===== src/hw/rtl/pmv_pkg.sv =====
package pmv_pkg;

    localparam int POS_W   = 24;
    localparam int ERR_W   = POS_W + 1;
    localparam int CNT_W   = 16;
    localparam int PWR_W   = 7;
    localparam int DLY_W   = 17;
    localparam int OUT_W   = 8;
    localparam int CFG_W   = 16;
    localparam int CFG_A_W = 3;
    localparam int S_DATA_W = 80;
    localparam int M_DATA_W = 16;

    localparam logic [PWR_W-1:0] SETTLE_POWER = 7'd30;
    localparam int               RAISE_SIGN   = 1;

    localparam logic [1:0] KIND_DRIVE = 2'd0;
    localparam logic [1:0] KIND_HOLD  = 2'd1;
    localparam logic [1:0] KIND_STOP  = 2'd2;

    localparam logic [2:0] ST_MOVING    = 3'd0;
    localparam logic [2:0] ST_SETTLING  = 3'd1;
    localparam logic [2:0] ST_DONE      = 3'd2;
    localparam logic [2:0] ST_CANCELLED = 3'd3;
    localparam logic [2:0] ST_STALLED   = 3'd4;
    localparam logic [2:0] ST_TIMEOUT   = 3'd5;
    localparam logic [2:0] ST_IDLE      = 3'd6;

    localparam logic [CFG_A_W-1:0] REG_TOLERANCE = 3'd0;
    localparam logic [CFG_A_W-1:0] REG_SLOW_ZONE = 3'd1;
    localparam logic [CFG_A_W-1:0] REG_MIN_POWER = 3'd2;
    localparam logic [CFG_A_W-1:0] REG_STALL_DIST = 3'd3;
    localparam logic [CFG_A_W-1:0] REG_STALL_TICKS = 3'd4;
    localparam logic [CFG_A_W-1:0] REG_TIMEOUT = 3'd5;
    localparam logic [CFG_A_W-1:0] REG_SETTLE = 3'd6;
    localparam logic [CFG_A_W-1:0] REG_STEADY = 3'd7;

    localparam logic [CNT_W-1:0] RST_TOLERANCE   = 16'd5;
    localparam logic [CNT_W-1:0] RST_SLOW_ZONE   = 16'd60;
    localparam logic [PWR_W-1:0] RST_MIN_POWER   = 7'd20;
    localparam logic [CNT_W-1:0] RST_STALL_DIST  = 16'd3;
    localparam logic [CNT_W-1:0] RST_STALL_TICKS = 16'd50;
    localparam logic [CNT_W-1:0] RST_TIMEOUT     = 16'd300;
    localparam logic [CNT_W-1:0] RST_SETTLE      = 16'd50;
    localparam logic [CNT_W-1:0] RST_STEADY      = 16'd10;

    typedef enum logic [1:0] {
        PH_IDLE,
        PH_MOVE,
        PH_SETTLE
    } t_phase;

    typedef enum logic [2:0] {
        S_IDLE,
        S_CALC,
        S_DECIDE,
        S_SCALE,
        S_EMIT
    } t_state;

    typedef enum logic [1:0] {
        SC_IDLE,
        SC_MUL,
        SC_DIV
    } t_sc_state;

    // request to the serial scaler: floor(top * aerr / zone)
    typedef struct packed {
        logic              start;
        logic [PWR_W-1:0]  top;
        logic [CNT_W-1:0]  aerr;
        logic [CNT_W-1:0]  zone;
    } t_scale_req;

    function automatic logic [CNT_W-1:0] sat_inc(input logic [CNT_W-1:0] c);
        sat_inc = (c == {CNT_W{1'b1}}) ? c : c + 1'b1;
    endfunction

    // magnitude to signed drive command, with motor direction applied
    function automatic logic [OUT_W-1:0] signed_power(input logic [PWR_W-1:0] mag,
                                                       input logic neg);
        logic [OUT_W-1:0] v;
        v = {1'b0, mag};
        if (neg)
            v = OUT_W'(-v);
        if (RAISE_SIGN > 0)
            signed_power = v;
        else if (RAISE_SIGN < 0)
            signed_power = OUT_W'(-v);
        else
            signed_power = '0;
    endfunction

endpackage


===== src/hw/rtl/pmv_scale.sv =====
module pmv_scale (
    input  logic                           i_clk,
    input  logic                           i_rst_n,
    input  pmv_pkg::t_scale_req            i_req,
    output logic                           o_done,
    output logic [pmv_pkg::PWR_W-1:0]      o_quot
);
    import pmv_pkg::*;

    localparam int PROD_W    = PWR_W + CNT_W;
    localparam int MUL_STEPS = PWR_W;
    localparam int DIV_STEPS = PROD_W;
    localparam int STEP_W    = $clog2(DIV_STEPS + 1);

    t_sc_state r_state, n_state;

    logic [STEP_W-1:0] r_cnt;
    logic [PWR_W-1:0]  r_mplier;
    logic [PROD_W-1:0] r_mcand;
    logic [PROD_W-1:0] r_acc;     // product, then dividend/quotient
    logic [CNT_W-1:0]  r_rem;
    logic [CNT_W-1:0]  r_zone;
    logic              r_done;

    logic [CNT_W:0]    rem_sh;
    logic              q_bit;
    logic              last_step;

    assign rem_sh = {r_rem, r_acc[PROD_W-1]};
    assign q_bit  = (rem_sh >= {1'b0, r_zone});

    always_comb begin
        n_state   = r_state;
        last_step = 1'b0;
        unique case (r_state)
            SC_IDLE: begin
                if (i_req.start)
                    n_state = SC_MUL;
            end
            SC_MUL: begin
                if (r_cnt == STEP_W'(MUL_STEPS - 1))
                    n_state = SC_DIV;
            end
            SC_DIV: begin
                if (r_cnt == STEP_W'(DIV_STEPS - 1)) begin
                    last_step = 1'b1;
                    n_state   = SC_IDLE;
                end
            end
            default: n_state = SC_IDLE;
        endcase
    end

    always_ff @(posedge i_clk) begin
        if (!i_rst_n) begin
            r_state <= SC_IDLE;
            r_done  <= 1'b0;
            r_cnt   <= '0;
        end else begin
            r_state <= n_state;
            r_done  <= last_step;
            if (r_state != n_state)
                r_cnt <= '0;
            else
                r_cnt <= r_cnt + 1'b1;
        end
    end

    always_ff @(posedge i_clk) begin
        unique case (r_state)
            SC_IDLE: begin
                r_mplier <= i_req.top;
                r_mcand  <= PROD_W'(i_req.aerr);
                r_zone   <= i_req.zone;
                r_acc    <= '0;
                r_rem    <= '0;
            end
            SC_MUL: begin
                // shift-add, one multiplier bit per cycle
                if (r_mplier[0])
                    r_acc <= r_acc + r_mcand;
                r_mcand  <= {r_mcand[PROD_W-2:0], 1'b0};
                r_mplier <= r_mplier >> 1;
            end
            SC_DIV: begin
                // restoring divide, one quotient bit per cycle
                if (q_bit)
                    r_rem <= CNT_W'(rem_sh - {1'b0, r_zone});
                else
                    r_rem <= rem_sh[CNT_W-1:0];
                r_acc <= {r_acc[PROD_W-2:0], q_bit};
            end
            default: ;
        endcase
    end

    assign o_done = r_done;
    assign o_quot = r_acc[PWR_W-1:0];

endmodule


===== src/hw/rtl/position_move_with_settle_and_stall.sv =====
// Position move controller. A start transaction (tuser 0) loads the goal, top speed and
// action delay; each tick transaction (tuser 1) carries one position sample and a cancel
// flag and yields exactly one result: a drive command, brake/hold or stop, an action
// strobe and a status code. Inside the slow zone the drive magnitude is
// floor(top * |err| / slow_zone), at least the minimum power, worked out by a bit-serial
// shift-add multiplier followed by a restoring divider. Each result passes the calc,
// decide and emit states; a tick that needs the proportional speed also waits in the
// scale state for the serial scaler. One transaction is in work at a time; the input is
// ready again as soon as the result is in the output register, even if the consumer has
// not yet taken it. Configuration writes are applied on the cycle they are presented.
module position_move_with_settle_and_stall (
    input  logic                              i_clk,
    input  logic                              i_rst_n,
    // tdata: target[23:0], speed_limit[30:24], action_delay[47:31], position[71:48],
    //        cancel[72], zero fill
    input  logic [pmv_pkg::S_DATA_W-1:0]      i_s_tdata,
    input  logic                              i_s_tuser,  // mode
    input  logic                              i_s_tvalid,
    output logic                              o_s_tready,
    // tdata: drive_power[7:0], action_fire[8], status[11:9], zero fill
    output logic [pmv_pkg::M_DATA_W-1:0]      o_m_tdata,
    output logic [1:0]                        o_m_tuser,  // drive_kind
    output logic                              o_m_tvalid,
    input  logic                              i_m_tready,
    input  logic                              i_cfg_we,
    input  logic [pmv_pkg::CFG_A_W-1:0]       i_cfg_addr,
    input  logic [pmv_pkg::CFG_W-1:0]         i_cfg_data
);
    import pmv_pkg::*;

    // configuration
    logic [CNT_W-1:0] r_tol, r_zone, r_sdist, r_sticks, r_tmo, r_stl, r_sty;
    logic [PWR_W-1:0] r_minp;

    // move state
    t_state           r_state, n_state;
    t_phase           r_phase, n_phase;
    logic [POS_W-1:0] r_goal, n_goal;
    logic [PWR_W-1:0] r_top, n_top;
    logic [DLY_W-1:0] r_delay, n_delay;
    logic             r_pending, n_pending;
    logic [CNT_W-1:0] r_ticks, n_ticks;
    logic [POS_W-1:0] r_ppos, n_ppos;
    logic [CNT_W-1:0] r_ptick, n_ptick;
    logic [CNT_W-1:0] r_settle, n_settle;
    logic [CNT_W-1:0] r_steady, n_steady;

    // captured transaction
    logic             r_mode, r_cancel;
    logic [POS_W-1:0] r_tgt, r_pos;
    logic [PWR_W-1:0] r_spd;
    logic [DLY_W-1:0] r_dly;

    // error terms
    logic [ERR_W-1:0] r_aerr, r_pdiff;
    logic             r_eneg;

    // pending result
    logic [OUT_W-1:0] r_res_power, n_res_power;
    logic [1:0]       r_res_kind, n_res_kind;
    logic             r_res_fire, n_res_fire;
    logic [2:0]       r_res_status, n_res_status;
    logic             r_neg, n_neg;

    // output register
    logic                r_out_valid;
    logic [M_DATA_W-1:0] r_out_data;
    logic [1:0]          r_out_user;

    logic             s_acc;
    logic [ERR_W-1:0] err, pd;
    logic [POS_W-1:0] pref;
    logic [CNT_W-1:0] k, pteff;
    logic             fire, pend, in_tol, out_load;
    logic [PWR_W-1:0] top_mag, q_mag;
    t_scale_req       scale_req;
    logic             scale_go, scale_done;
    logic [PWR_W-1:0] scale_quot;

    assign s_acc      = i_s_tvalid && o_s_tready;
    assign o_s_tready = (r_state == S_IDLE);
    assign out_load   = (r_state == S_EMIT) && (!r_out_valid || i_m_tready);

    assign scale_req.start = scale_go;
    assign scale_req.top   = r_top;
    assign scale_req.aerr  = r_aerr[CNT_W-1:0];
    assign scale_req.zone  = r_zone;

    pmv_scale u_scale (
        .i_clk   (i_clk),
        .i_rst_n (i_rst_n),
        .i_req   (scale_req),
        .o_done  (scale_done),
        .o_quot  (scale_quot)
    );

    always_ff @(posedge i_clk) begin
        if (!i_rst_n) begin
            r_tol    <= RST_TOLERANCE;
            r_zone   <= RST_SLOW_ZONE;
            r_minp   <= RST_MIN_POWER;
            r_sdist  <= RST_STALL_DIST;
            r_sticks <= RST_STALL_TICKS;
            r_tmo    <= RST_TIMEOUT;
            r_stl    <= RST_SETTLE;
            r_sty    <= RST_STEADY;
        end else if (i_cfg_we) begin
            unique case (i_cfg_addr)
                REG_TOLERANCE:   r_tol    <= i_cfg_data;
                REG_SLOW_ZONE:   r_zone   <= i_cfg_data;
                REG_MIN_POWER:   r_minp   <= i_cfg_data[PWR_W-1:0];
                REG_STALL_DIST:  r_sdist  <= i_cfg_data;
                REG_STALL_TICKS: r_sticks <= i_cfg_data;
                REG_TIMEOUT:     r_tmo    <= i_cfg_data;
                REG_SETTLE:      r_stl    <= i_cfg_data;
                REG_STEADY:      r_sty    <= i_cfg_data;
                default: ;
            endcase
        end
    end

    // capture and error terms
    assign err  = {r_goal[POS_W-1], r_goal} - {r_pos[POS_W-1], r_pos};
    assign pref = (r_ticks == '0) ? r_pos : r_ppos;
    assign pd   = {r_pos[POS_W-1], r_pos} - {pref[POS_W-1], pref};

    always_ff @(posedge i_clk) begin
        if (s_acc) begin
            r_mode   <= i_s_tuser;
            r_tgt    <= i_s_tdata[23:0];
            r_spd    <= i_s_tdata[30:24];
            r_dly    <= i_s_tdata[47:31];
            r_pos    <= i_s_tdata[71:48];
            r_cancel <= i_s_tdata[72];
        end
        if (r_state == S_CALC) begin
            r_aerr  <= err[ERR_W-1] ? ERR_W'(-err) : err;
            r_eneg  <= err[ERR_W-1];
            r_pdiff <= pd[ERR_W-1] ? ERR_W'(-pd) : pd;
        end
    end

    // decision logic
    assign k       = r_ticks;
    assign pteff   = (k == '0) ? '0 : r_ptick;
    assign fire    = r_pending && (k >= r_delay[CNT_W-1:0]);
    assign pend    = r_pending && !fire;
    assign in_tol  = (r_aerr <= ERR_W'(r_tol));
    assign top_mag = (r_top < r_minp) ? r_minp : r_top;
    assign q_mag   = (scale_quot < r_minp) ? r_minp : scale_quot;

    always_comb begin
        n_state      = r_state;
        n_phase      = r_phase;
        n_goal       = r_goal;
        n_top        = r_top;
        n_delay      = r_delay;
        n_pending    = r_pending;
        n_ticks      = r_ticks;
        n_ppos       = r_ppos;
        n_ptick      = r_ptick;
        n_settle     = r_settle;
        n_steady     = r_steady;
        n_res_power  = r_res_power;
        n_res_kind   = r_res_kind;
        n_res_fire   = r_res_fire;
        n_res_status = r_res_status;
        n_neg        = r_neg;
        scale_go     = 1'b0;
        unique case (r_state)
            S_IDLE: begin
                if (s_acc)
                    n_state = S_CALC;
            end
            S_CALC: n_state = S_DECIDE;
            S_DECIDE: begin
                n_state      = S_EMIT;
                n_res_power  = '0;
                n_res_fire   = 1'b0;
                n_res_kind   = KIND_STOP;
                n_res_status = ST_IDLE;
                if (!r_mode) begin
                    n_goal       = r_tgt;
                    n_top        = r_spd;
                    n_delay      = r_dly;
                    n_pending    = !r_dly[DLY_W-1];
                    n_ticks      = '0;
                    n_ppos       = '0;
                    n_ptick      = '0;
                    n_settle     = '0;
                    n_steady     = '0;
                    n_phase      = PH_MOVE;
                    n_res_status = ST_MOVING;
                end else if (r_phase == PH_MOVE) begin
                    if (k >= r_tmo) begin
                        n_phase      = PH_IDLE;
                        n_res_status = ST_TIMEOUT;
                    end else if (r_cancel) begin
                        n_phase      = PH_IDLE;
                        n_res_status = ST_CANCELLED;
                    end else begin
                        n_pending  = pend;
                        n_res_fire = fire;
                        n_ticks    = sat_inc(k);
                        if (k == '0) begin
                            n_ppos  = r_pos;
                            n_ptick = '0;
                        end
                        if (in_tol) begin
                            n_res_kind = KIND_HOLD;
                            if (r_stl == '0 || r_sty == '0) begin
                                n_res_fire   = fire || pend;
                                n_pending    = 1'b0;
                                n_phase      = PH_IDLE;
                                n_res_status = ST_DONE;
                            end else begin
                                n_phase      = PH_SETTLE;
                                n_settle     = CNT_W'(1);
                                n_steady     = CNT_W'(1);
                                n_res_status = ST_SETTLING;
                            end
                        end else if (r_pdiff < ERR_W'(r_sdist) &&
                                     r_aerr > ERR_W'(r_zone) &&
                                     (k - pteff) > r_sticks) begin
                            n_phase      = PH_IDLE;
                            n_res_status = ST_STALLED;
                        end else begin
                            if (r_pdiff >= ERR_W'(r_sdist)) begin
                                n_ppos  = r_pos;
                                n_ptick = k;
                            end
                            n_res_kind   = KIND_DRIVE;
                            n_res_status = ST_MOVING;
                            n_neg        = r_eneg;
                            if (r_aerr >= ERR_W'(r_zone)) begin
                                n_res_power = signed_power(top_mag, r_eneg);
                            end else begin
                                scale_go = 1'b1;
                                n_state  = S_SCALE;
                            end
                        end
                    end
                end else if (r_phase == PH_SETTLE) begin
                    if (r_settle >= r_stl) begin
                        n_res_fire   = r_pending;
                        n_pending    = 1'b0;
                        n_phase      = PH_IDLE;
                        n_res_kind   = KIND_HOLD;
                        n_res_status = ST_DONE;
                    end else if (r_cancel) begin
                        n_phase      = PH_IDLE;
                        n_res_status = ST_CANCELLED;
                    end else if (!in_tol) begin
                        // push back toward the goal at the settle power
                        n_steady     = CNT_W'(1);
                        n_settle     = sat_inc(r_settle);
                        n_res_kind   = KIND_DRIVE;
                        n_res_status = ST_SETTLING;
                        n_res_power  = signed_power(SETTLE_POWER, r_eneg);
                    end else if (r_steady >= r_sty) begin
                        n_res_fire   = r_pending;
                        n_pending    = 1'b0;
                        n_phase      = PH_IDLE;
                        n_res_kind   = KIND_HOLD;
                        n_res_status = ST_DONE;
                    end else begin
                        n_steady     = sat_inc(r_steady);
                        n_settle     = sat_inc(r_settle);
                        n_res_kind   = KIND_HOLD;
                        n_res_status = ST_SETTLING;
                    end
                end else begin
                    n_phase = PH_IDLE;
                end
            end
            S_SCALE: begin
                if (scale_done) begin
                    n_res_power = signed_power(q_mag, r_neg);
                    n_state     = S_EMIT;
                end
            end
            S_EMIT: begin
                if (out_load)
                    n_state = S_IDLE;
            end
            default: n_state = S_IDLE;
        endcase
    end

    always_ff @(posedge i_clk) begin
        if (!i_rst_n) begin
            r_state   <= S_IDLE;
            r_phase   <= PH_IDLE;
            r_goal    <= '0;
            r_top     <= '0;
            r_delay   <= '1;
            r_pending <= 1'b0;
            r_ticks   <= '0;
            r_ppos    <= '0;
            r_ptick   <= '0;
            r_settle  <= '0;
            r_steady  <= '0;
        end else begin
            r_state   <= n_state;
            r_phase   <= n_phase;
            r_goal    <= n_goal;
            r_top     <= n_top;
            r_delay   <= n_delay;
            r_pending <= n_pending;
            r_ticks   <= n_ticks;
            r_ppos    <= n_ppos;
            r_ptick   <= n_ptick;
            r_settle  <= n_settle;
            r_steady  <= n_steady;
        end
    end

    always_ff @(posedge i_clk) begin
        r_res_power  <= n_res_power;
        r_res_kind   <= n_res_kind;
        r_res_fire   <= n_res_fire;
        r_res_status <= n_res_status;
        r_neg        <= n_neg;
    end

    // output register
    always_ff @(posedge i_clk) begin
        if (!i_rst_n) begin
            r_out_valid <= 1'b0;
        end else if (out_load) begin
            r_out_valid <= 1'b1;
        end else if (i_m_tready) begin
            r_out_valid <= 1'b0;
        end
    end

    always_ff @(posedge i_clk) begin
        if (out_load) begin
            r_out_data <= {4'd0, r_res_status, r_res_fire, r_res_power};
            r_out_user <= r_res_kind;
        end
    end

    assign o_m_tvalid = r_out_valid;
    assign o_m_tdata  = r_out_data;
    assign o_m_tuser  = r_out_user;

endmodule


===== config.mk =====
export PLATFORM = sky130hd
export DESIGN_NAME = position_move_with_settle_and_stall
export DESIGN_NICKNAME = d
export VERILOG_FILES = /design/src/hw/rtl/pmv_pkg.sv /design/src/hw/rtl/pmv_scale.sv /design/src/hw/rtl/position_move_with_settle_and_stall.sv
export SDC_FILE = /design/constraint.sdc
export NUM_CORES = 1
export LEC_CHECK = 0
export BUFFER_PORTS_ARGS = -buffer_cell sky130_fd_sc_hd__clkbuf_2
export CORE_AREA = 2 2 317 319
export DETAILED_ROUTE_END_ITERATION = 7
export DIE_AREA = 0 0 319 321
export SYNTH_ARGS = -nofsm -noshare
export SYNTH_HDL_FRONTEND = slang
export SYNTH_SLANG_ARGS = --single-unit
export TNS_END_PERCENT = 5

===== constraint.sdc =====
create_clock -name i_clk -period 7.95 [get_ports i_clk]
set_clock_uncertainty 0.15 [all_clocks]
set_input_delay 1.59 -clock i_clk [delete_from_list [all_inputs] [get_ports i_clk]]
set_output_delay 1.59 -clock i_clk [all_outputs]
set_load 0.005 [all_outputs]

# Yosys cells after proc, flatten, opt, wreduce, memory -nomap -nowiden
# Index checks and enable logic that the tools add are counted.
# W data, S select, Z words.
# op_classes
eq_ne,43
order_cmp,13
bitwise,6
n_reduce_logical,44
mux,146
n_addsub,13
# op_table
cell,count
$mux W16,34
$mux W24,10
$mux W8,15
$pmux W23 S3,1
$ge A16 B16 Y1,4
$mux W2,28
$ge A25 B16 Y1,2
$neg A25 Y25,2
$sub A24 B24 Y25,2
$add A16 B1 Y16 const B,3
$eq A16 B16 Y1 const B,3
$logic_not A16 Y1,3
$mux W3,16
$pmux W23 S2,1
$mux W1,33
$pmux W16 S2,1
$sub A16 B16 Y16,2
$gt A25 B16 Y1,1
$le A25 B16 Y1,1
$lt A25 B16 Y1,1
$reduce_and A2 Y1,12
$add A23 B23 Y23,1
$mux W23,1
$ge A17 B16 Y1,1
41 further kinds,87
# totals
register_bits,508
output_inout_bits,20
input_bits,105
wordCells,311

# Longest topological paths before layout
# Gate-level depths: netlist (run 1).
# depth
word_depth,16
mapped_depth,30
ltp_nobuf,27

# Modules after synthesis
# A second synthesis (run 1) with hierarchy kept.
# unflattened
hier_cells,3288
area_unflattened_um2,29956.2
# by_module_without_submodules
module,n_inst,area_each_um2,cells_each,seq_area_each_um2
position_move_with_settle_and_stall,1,23734.0,2681,9849.4
pmv_scale,1,6222.2,607,2712.6

# Worst setup path after synthesis (run 1)
# OpenSTA, ideal clock, no wires.
# synth_path
path_kind,reg-to-reg
startpoint,"reg r_ticks[1], in the netlist k[1]"
endpoint,reg r_ptick[0]
path_buffers,3
synth_period_minus_slack_ns,6.042
t_arrival_ns,5.832
required_time_ns,7.740
stages_incl_launch_ff,29
setup_ns,0.060
slack_ns,1.908
cell_sequence,dfxtp_1 > inv_1 > ha_1 > nor4b_1 > nand4_1 > clkbuf_1 > clkbuf_1 > nand2_1 > ha_1 > nor2b_1 > o21ai_0 > a21oi_1 > o21ai_0 > a21boi_0 > o21a_1 > o31ai_1 > a31oi_1 > or4_1 > nand3_1 > ha_1 > nand4_1 > or3_1 > o221a_2 > or3_1 > nand2_1 > nand4bb_1 > a41oi_1 > clkbuf_1 > a22o_1
# synth_between
elab_chain_len,11
word_cells_on_any_way,15
classes_between,1 x add/sub; 2 x order compare; 1 x eq/ne; 8 x mux; 3 x reduce/logical
# synth_rtl
element,line_no,rtl
from (decl),position_move_with_settle_and_stall.sv:42,"logic [CNT_W-1:0] r_ticks, n_ticks;"
from (signal assigned),position_move_with_settle_and_stall.sv:310,r_ticks <= n_ticks;
$logic_not A16 Y1,"position_move_with_settle_and_stall.sv:145, position_move_with_settle_and_stall.sv:205",
$mux W16,"position_move_with_settle_and_stall.sv:145, position_move_with_settle_and_stall.sv:205",
$sub A16 B16 Y16,position_move_with_settle_and_stall.sv:224,(k - pteff) > r_sticks) begin
$gt A16 B16 Y1,position_move_with_settle_and_stall.sv:224,
$logic_and A1 B1 Y1,position_move_with_settle_and_stall.sv:223,r_aerr > ERR_W'(r_zone) &&
$mux W16,position_move_with_settle_and_stall.sv:222,end else if (r_pdiff < ERR_W'(r_sdist) &&
$mux W16,position_move_with_settle_and_stall.sv:209,if (in_tol) begin
$mux W16,position_move_with_settle_and_stall.sv:198,end else if (r_cancel) begin
$mux W16,position_move_with_settle_and_stall.sv:195,if (k >= r_tmo) begin
$mux W16,position_move_with_settle_and_stall.sv:194,end else if (r_phase == PH_MOVE) begin
$mux W16,position_move_with_settle_and_stall.sv:182,if (!r_mode) begin
to (signal assigned),position_move_with_settle_and_stall.sv:312,r_ptick <= n_ptick;
to (decl),position_move_with_settle_and_stall.sv:44,"logic [CNT_W-1:0] r_ptick, n_ptick;"
# Several ways; a longest one is shown, not always the timed one. The select of a mux whose other input is x is not followed.
# A chain may end at the register's enable or synchronous reset.

# Final worst setup path (run 1)
# layout_path
startpoint,"reg r_ticks[1], in the netlist k[1]"
endpoint,reg r_ppos[3]
# layout_between
elab_chain_len,11
word_cells_on_any_way,16
classes_between,1 x add/sub; 2 x order compare; 1 x eq/ne; 9 x mux; 3 x reduce/logical
# layout_rtl
element,line_no,rtl
$logic_not A16 Y1,"position_move_with_settle_and_stall.sv:145, position_move_with_settle_and_stall.sv:205",
$mux W16,position_move_with_settle_and_stall.sv:145,assign pteff = (k == '0) ? '0 : r_ptick;
$sub A16 B16 Y16,position_move_with_settle_and_stall.sv:224,
$gt A16 B16 Y1,position_move_with_settle_and_stall.sv:224,
$logic_and A1 B1 Y1,position_move_with_settle_and_stall.sv:223,
$mux W24,position_move_with_settle_and_stall.sv:222,
$mux W24,position_move_with_settle_and_stall.sv:209,
$mux W24,position_move_with_settle_and_stall.sv:198,
$mux W24,position_move_with_settle_and_stall.sv:195,
$mux W24,position_move_with_settle_and_stall.sv:194,
$mux W24,position_move_with_settle_and_stall.sv:182,
to (signal assigned),position_move_with_settle_and_stall.sv:311,r_ppos <= n_ppos;
to (decl),position_move_with_settle_and_stall.sv:43,"logic [POS_W-1:0] r_ppos, n_ppos;"
# Several ways; a longest one is shown, not always the timed one. The select of a mux whose other input is x is not followed.

==> run_results.csv, run 1 <==
group,metric,value,unit
placed_design,io_buffers,113,
route,finalWirelength,78200,um
cts,htreeDepth,2,
global_routing,groute.usage.overall,15.0,%
power,clock_power_share,43.4,%
worst_setup_path,crit_path_end_kind,"flip-flop",
global_routing,grt_pass1_wl,124000,um
worst_setup_path,crit_path_start_kind,"flip-flop",
flow_run,cap_violations,0,
run_status,status,"finished clean",
synthesis,synth_edf_count,239,
route,dr.first_iter.drc_count,1466,
cts,cts_resized,0,
layout,drive_gt1_share,9.81,%
synthesis,ys_types,98,
power,p_sw,1.67,mW
placed_design,hpwl,56800,um
cts,cts_buffers,57,
route,ant_nets,0,
timing,rsz0062_at_grt,"no",
timing,period_needed,6.57,ns
timing,setup_viol,0,
route,vias_per_cell,5.03,
route,post_drt_wl_per_cell,16.9,um
synthesis,synth_area_per_cell,9.15,um2
cts,clock-root-buffer,"clkbuf_16",
layout,design_area,33300,um2
power,intPower,4.76,mW
synthesis,synth-seq-area-share,42.7,%
cts,post_cts.repair.setup_buffers,0,
cts,ctsHoldBuffers,0,
timing,tightest_slew,1.22,ns
cts,clkTransAtPathRegs,0.06,ns
placed_design,dpl_cell_area,31300,um2
timing,maxSlewViolCount,0,
timing,fin_setup_tns,0,ns
floorplan,die_h,321,um
power,swShare,26.0,%
worst_setup_path,worst_ep_required_time,8.37,ns
route,first_pass_iters,5,
synthesis,ys_dominant_reg_cell,"dfxtp_1",
floorplan,core_area,99300,um2
floorplan,initial_core_util,29.6,%
power,pwr-share-comb,11.4,%
synthesis,synth_seq_cells,508,
synthesis,yosys_warnings,0,
timing,fin_crit_sh,82.6,%
cts,clk_latency,0.65,ns
floorplan,dieArea,102000,um2
power,ir_worst_vdd,0.000214,V
worst_setup_path,cp.arrival,6.99,ns
global_routing,antenna_found_initial,6,
route,drcViolationCount,0,
floorplan,design.portCount,125,
synthesis,synth_area,29400,um2
cts,cts_sinks,508,
worst_setup_path,crit_type,"flip-flop to flip-flop",
min_path,hp-class,"flip-flop to flip-flop",
timing,hold_viol_final,0,
timing,max_slew_margin,18.2,%
power,power_leakage,13.3,nW
timing,max_freq,152,MHz
layout,fill_cells,10262,
layout,num-nets-final,3652,
layout,areaGrowthSynthToFinish,13.3,%
cts,cts_buffer_depth,3,
route,dr_total_vias,23303,
global_routing,grt_overflow,0,
power,powerDensity,193,nW/um2
floorplan,die_w,319,um
power,seqPwrFrac,45.3,%
synthesis,async_reset_ff_share,0,%
cts,cts_tree,"built",
global_routing,grt_pass1_vias,22275,
floorplan,rows,116,
placed_design,gp_routability_congestion,0.904,
synthesis,synth_cells,3214,
worst_setup_path,worstPathMaxFanout,62,
global_routing,grt_max_degree,83,
## worst max-delay path, stage by stage, from the launching register on
cell	delay [ns]
dfxtp_1	0.51
inv_1	0.14
ha_1	0.19
nor4b_1	0.14
nand4_1	0.24
buf_4	0.55
nand2_1	0.12
ha_1	0.34
o21ai_0	0.12
a21boi_0	0.16
o21a_1	0.23
o31ai_1	0.30
a31oi_1	0.21
or4_1	0.50
nand3_1	0.11
ha_1	0.14
nand4_1	0.17
or3_1	0.40
o221a_2	0.24
or3_1	0.37
nand2_1	0.10
nand4bb_1	0.16
a41oi_4	0.24
buf_4	0.45
a22o_1	0.22
## layout make-up
| class | count | area (um2) | share of cell area (%) |
|---|---|---|---|
| clock inverter | 37 | 398 | 1.19 |
| tap | 1298 | 1620 | 4.87 |
| antenna | 2 | 5.00 | 0.0150 |
| clock buffer | 71 | 1590 | 4.77 |
| inverter | 236 | 890 | 2.67 |
| sequential | 508 | 12600 | 37.7 |
| timing repair buffer | 141 | 776 | 2.33 |
| multi-input combinational | 2342 | 15500 | 46.5 |
## cells by family (layout without fill, tap and decap cells)
kind of cell,count (synthesis),after routing,share of synthesized area (%)
xor gates and xnor gates,142,142,4.23
buffers and inverters,367,485,4.85
AOI/OAI and AO/OA,826,826,18.1
adders and majority gates,261,261,11.2
muxes,49,49,1.77
and+or+nand+nor,1060,1060,17.2
DFF,508,508,42.7
other,1,6,0.0127
## layer usage
| layer | GRT usage [%] | up-vias | wire length (um) | part of all wire [%] |
|---|---|---|---|---|
| met5 | 0 | - | 13 | 0.017 |
| met4 | 4.11 | 2 | 1710 | 2.2 |
| met3 | 2.22 | 106 | 4640 | 5.9 |
| met2 | 24.6 | 492 | 35400 | 45 |
| met1 | 20.5 | 11007 | 36500 | 47 |
| li1 | - | 11696 | - | - |
## power groups by stage
stage	Sequential, mW	Clock [mW]	Combinational [mW]
floorplan	2.94	0	0.540
CTS	2.91	2.85	0.729
detailed placement	2.96	0	0.725
finish	2.91	2.79	0.730
global placement	2.96	0	0.713
global route	2.92	2.95	0.816
## cell usage in the layout, fill, tap and decap left out, drive strengths merged, types with 25 or more instances in the layout
cell    Yosys  final
inv       235    238
xor2       63     63
clkinv      1     25
nor3       45     45
nand2     459    459
edfxtp    239    239
nor2b      52     52
o211ai     51     51
xnor2      79     79
nand3      57     57
nand2b     28     28
a31oi      28     28
nor2      195    195
clkbuf    107    184
o21a       30     30
mux2i      25     25
buf        24     28
o21ai     120    120
ha        256    256
nor4       29     29
a22o       41     41
a21oi     327    327
dfxtp     269    269
and3       43     43
a21o       65     65
nand4      46     46
## cell usage after synthesis (all sizes together), types with 45 or more instances
master	n	area, um2
a21o	65	488
a21oi	327	1640
clkbuf	107	410
dfxtp	269	5390
edfxtp	239	7180
ha	256	3200
inv	235	882
nand2	459	1720
nand3	57	285
nand4	46	288
nor2	195	732
nor2b	52	325
nor3	45	230
o211ai	51	388
o21ai	120	608
xnor2	79	692
xor2	63	552
## per-stage QoR
stage / hold WS [ns] / std cells / worst slack, ns / power, mW / util [%]
3_5_place_dp: 0.259 / 4525 / 1.42 / 3.69 / 31.6
3_3_place_gp: 0.257 / 4525 / 1.52 / 3.68 / 31.6
4_1_cts: 0.274 / 4633 / 1.38 / 6.49 / 33.6
2_1_floorplan: 0.250 / 3217 / 1.91 / 3.48 / -
6_report: 0.273 / 4635 / 1.38 / 6.43 / 33.6
5_1_grt: 0.278 / 4633 / 0.862 / 6.68 / 33.6
## final timing paths
kind,startpoint,endpoint,slack [ns],cells after the start
worst min-delay path,r_res_status[0]$_SDFFCE_PN0P_,o_m_tdata[9]$_DFFE_PP_,0.27,0
worst max-delay path,k[1]$_SDFFE_PN0P_,r_ppos[3]$_SDFFE_PN0P_,1.38,24
worst min register to register,r_res_status[0]$_SDFFCE_PN0P_,o_m_tdata[9]$_DFFE_PP_,0.27,0
worst max register to register,k[1]$_SDFFE_PN0P_,r_ppos[3]$_SDFFE_PN0P_,1.38,24
## state kept, by name, summed over array words and instances, names as in the netlist, 17 cells and up
signal and flops:
r_aerr 25, r_dly 17, r_goal 24, r_pdiff 25
r_pos 24, r_ppos 24, r_tgt 24, u_scale.r_acc 23
u_scale.r_mcand 23
No activity file was read; power rests on OpenSTA's default activity.
==> run 2, diff against run 1 <==
==> constraint.sdc (replaced) <==
create_clock -name i_clk -period 5.4 [get_ports i_clk]
set_clock_uncertainty 0.15 [all_clocks]
set_input_delay 1.08 -clock i_clk [delete_from_list [all_inputs] [get_ports i_clk]]
set_output_delay 1.08 -clock i_clk [all_outputs]
set_load 0.005 [all_outputs]
==> run 2 against run 1 <==
Net effect:
- core utilization is 0.92 points higher
- first-iteration DRC count is 29% higher
- die area stayed put
- critical endpoint is now r_ppos[10]$_SDFFE_PN0P_
- count of clock-buffer cells in the layout is 7 higher
- the run now ends with negative setup slack left
- routed wire length is 3.9% higher
- sequential power is 47% higher
- via count is 2.1% higher
- power is 47% higher
- clock power is 46% higher
==> run_results.csv, run 2 (synthesized netlist as in run 1, its figures left out) <==
group,metric,value,unit
power,seqPwrFrac,45.3,%
floorplan,initial_core_util,29.6,%
floorplan,die_h,321,um
timing,fin_setup_tns,-8.68,ns
floorplan,design.portCount,125,
worst_setup_path,crit_type,"flip-flop to flip-flop",
timing,maxSlewViolCount,0,
timing,hold_viol_final,0,
cts,ctsHoldBuffers,0,
worst_setup_path,crit_path_end_kind,"flip-flop",
min_path,hp-class,"flip-flop to flip-flop",
route,vias_per_cell,5.06,
floorplan,rows,116,
worst_setup_path,endpoint,"r_ppos[10]$_SDFFE_PN0P_",
worst_setup_path,crit_path_start_kind,"flip-flop",
global_routing,antenna_found_initial,5,
worst_setup_path,slowest_stage,"or4_4",
power,p_sw,2.42,mW
power,clock_power_share,43.0,%
worst_setup_path,r2r_end,"r_ppos[10]$_SDFFE_PN0P_",
timing,tightest_slew,1.17,ns
worst_setup_path,worstPathMaxFanout,5,
cts,clock-root-buffer,"clkbuf_16",
layout,reg_top3,"r_aerr: 25 flops, r_pdiff: 25 flops",
placed_design,pre_cts_ws,-0.493,ns
timing,max_slew_margin,21.4,%
worst_setup_path,cp.arrival,6.09,ns
worst_setup_path,worst_ep_required_time,5.81,ns
timing,setup_viol,47,
power,total_power,9.46,mW
worst_setup_path,timing.rr.start,"k[1]$_SDFFE_PN0P_",
cts,htreeDepth,2,
flow_run,cap_violations,0,
cts,clkTransAtPathRegs,0.06,ns
layout,num-nets-final,3720,
route,first_pass_iters,6,
timing,period_needed,5.67,ns
timing,fin_crit_sh,105,%
floorplan,die_w,319,um
layout,drive_gt1_share,12.4,%
route,drcViolationCount,0,
global_routing,grt_overflow,0,
global_routing,grt_pass1_wl,127000,um
power,pwr-share-comb,11.8,%
route,dr.first_iter.drc_count,1889,
timing,hold_ws,0.280,ns
power,ir_worst_vdd,0.000245,V
timing,worst_slack,-0.274,ns
placed_design,dp.cells,4572,
power,powerDensity,276,nW/um2
worst_setup_path,slowest_delay,0.55,ns
run_status,status,"finished, violations left",
layout,final_cells,4702,
worst_setup_path,ff2ff_setup_slack,-0.27,ns
run_status,violations,"negative setup slack",
placed_design,hpwl,57900,um
worst_setup_path,crit_start,"k[1]$_SDFFE_PN0P_",
cts,cts_tree,"built",
global_routing,groute.usage.overall,15.5,%
timing,rsz0062_at_grt,"yes",
power,power_leakage,13.8,nW
layout,areaGrowthSynthToFinish,16.4,%
global_routing,busiest_layer,"met2",
cts,clk_latency,0.63,ns
global_routing,grt_max_degree,75,
power,intPower,7.04,mW
layout,layout_common_cells,"455 x nand2_1, 323 x a21oi_1, 266 x dfxtp_1",
global_routing,grt_pass1_vias,22495,
layout,final_common_cell,"nand2_1",
worst_setup_path,r2r_cells,28,
layout,fin_util,34.5,%
cts,cts_sinks,508,
floorplan,core_area,99300,um2
placed_design,io_buffers,113,
placed_design,dpl_cell_area,31800,um2
route,post_drt_wl_per_cell,17.3,um
placed_design,gp_routability_congestion,0.870,
cts,cts_buffer_depth,3,
global_routing,met1_usage,21.4,%
route,finalWirelength,81300,um
global_routing,grtUsageMet3,2.23,%
global_routing,grtUsageMet2,25.3,%
floorplan,dieArea,102000,um2
cts,cts_buffers,56,
route,ant_nets,0,
timing,max_freq,176,MHz
route,dr_total_vias,23795,
power,swShare,25.5,%
layout,fill_cells,10192,
layout,design_area,34200,um2
==> run 2: final cells by class <==
class	count	area, um2	share of cell area [%]
flip-flops and latches	508	12600	36.7
diodes	2	5.00	0.0146
well taps	1298	1620	4.74
clock inverters	28	295	0.862
clock buffers	78	1670	4.87
inverters	236	892	2.60
multi-input cells	2342	15700	45.8
repair buffers	210	1490	4.36
==> run 2: critical path: cells and delay by family (launching register included) <==
| kind | cells | cell delay (ns) |
|---|---|---|
| buffers and inverters | 6 | 0.83 |
| and+or+nand+nor | 10 | 2.09 |
| adders and majority gates | 3 | 0.45 |
| DFF | 1 | 0.35 |
| AOI/OAI and AO/OA | 9 | 1.73 |
==> run 2: power groups by stage <==
stage	Sequential, mW	Combinational [mW]	Clock [mW]
4_1_cts	4.28	1.11	4.16
6_report	4.28	1.11	4.06
3_3_place_gp	4.36	1.06	0
5_1_grt	4.29	1.24	4.32
2_1_floorplan	4.33	0.799	0
3_5_place_dp	4.37	1.08	0
==> run 2: worst min-delay path by stage <==
| stage | start | to | slack [ns] | depth (start not counted) |
|---|---|---|---|---|
| 2_1_floorplan | r_res_power[0]$_DFFE_PP_ | o_m_tdata[0]$_DFFE_PP_ | 0.25 | 0 |
| 5_1_grt | r_res_fire$_SDFFCE_PN0P_ | o_m_tdata[8]$_DFFE_PP_ | 0.29 | 0 |
| 4_1_cts | r_zone[2]$_SDFFE_PN1P_ | u_scale.r_zone[2]$_DFFE_PP_ | 0.28 | 0 |
| 6_report | r_res_fire$_SDFFCE_PN0P_ | o_m_tdata[8]$_DFFE_PP_ | 0.28 | 0 |
| 3_5_place_dp | r_zone[2]$_SDFFE_PN1P_ | u_scale.r_zone[2]$_DFFE_PP_ | 0.27 | 0 |
| 3_3_place_gp | r_zone[2]$_SDFFE_PN1P_ | u_scale.r_zone[2]$_DFFE_PP_ | 0.27 | 0 |
==> run 2: repair_timing <==
| action | in CTS | in global routing |
|---|---|---|
| resized for setup | 41 | 9 |
| setup endpoints to repair | 53 | 53 |
| buffers inserted | 16 | 3 |
| pin swaps | 63 | 16 |
| gates cloned | 5 | 0 |
==> run 2: metal layers <==
metal / vias to the layer above / part of all wire, %
li1: 11800 / -
met1: 11303 / 47
met2: 571 / 45
met3: 117 / 5.1
met4: 4 / 2.4
met5: - / 0.025
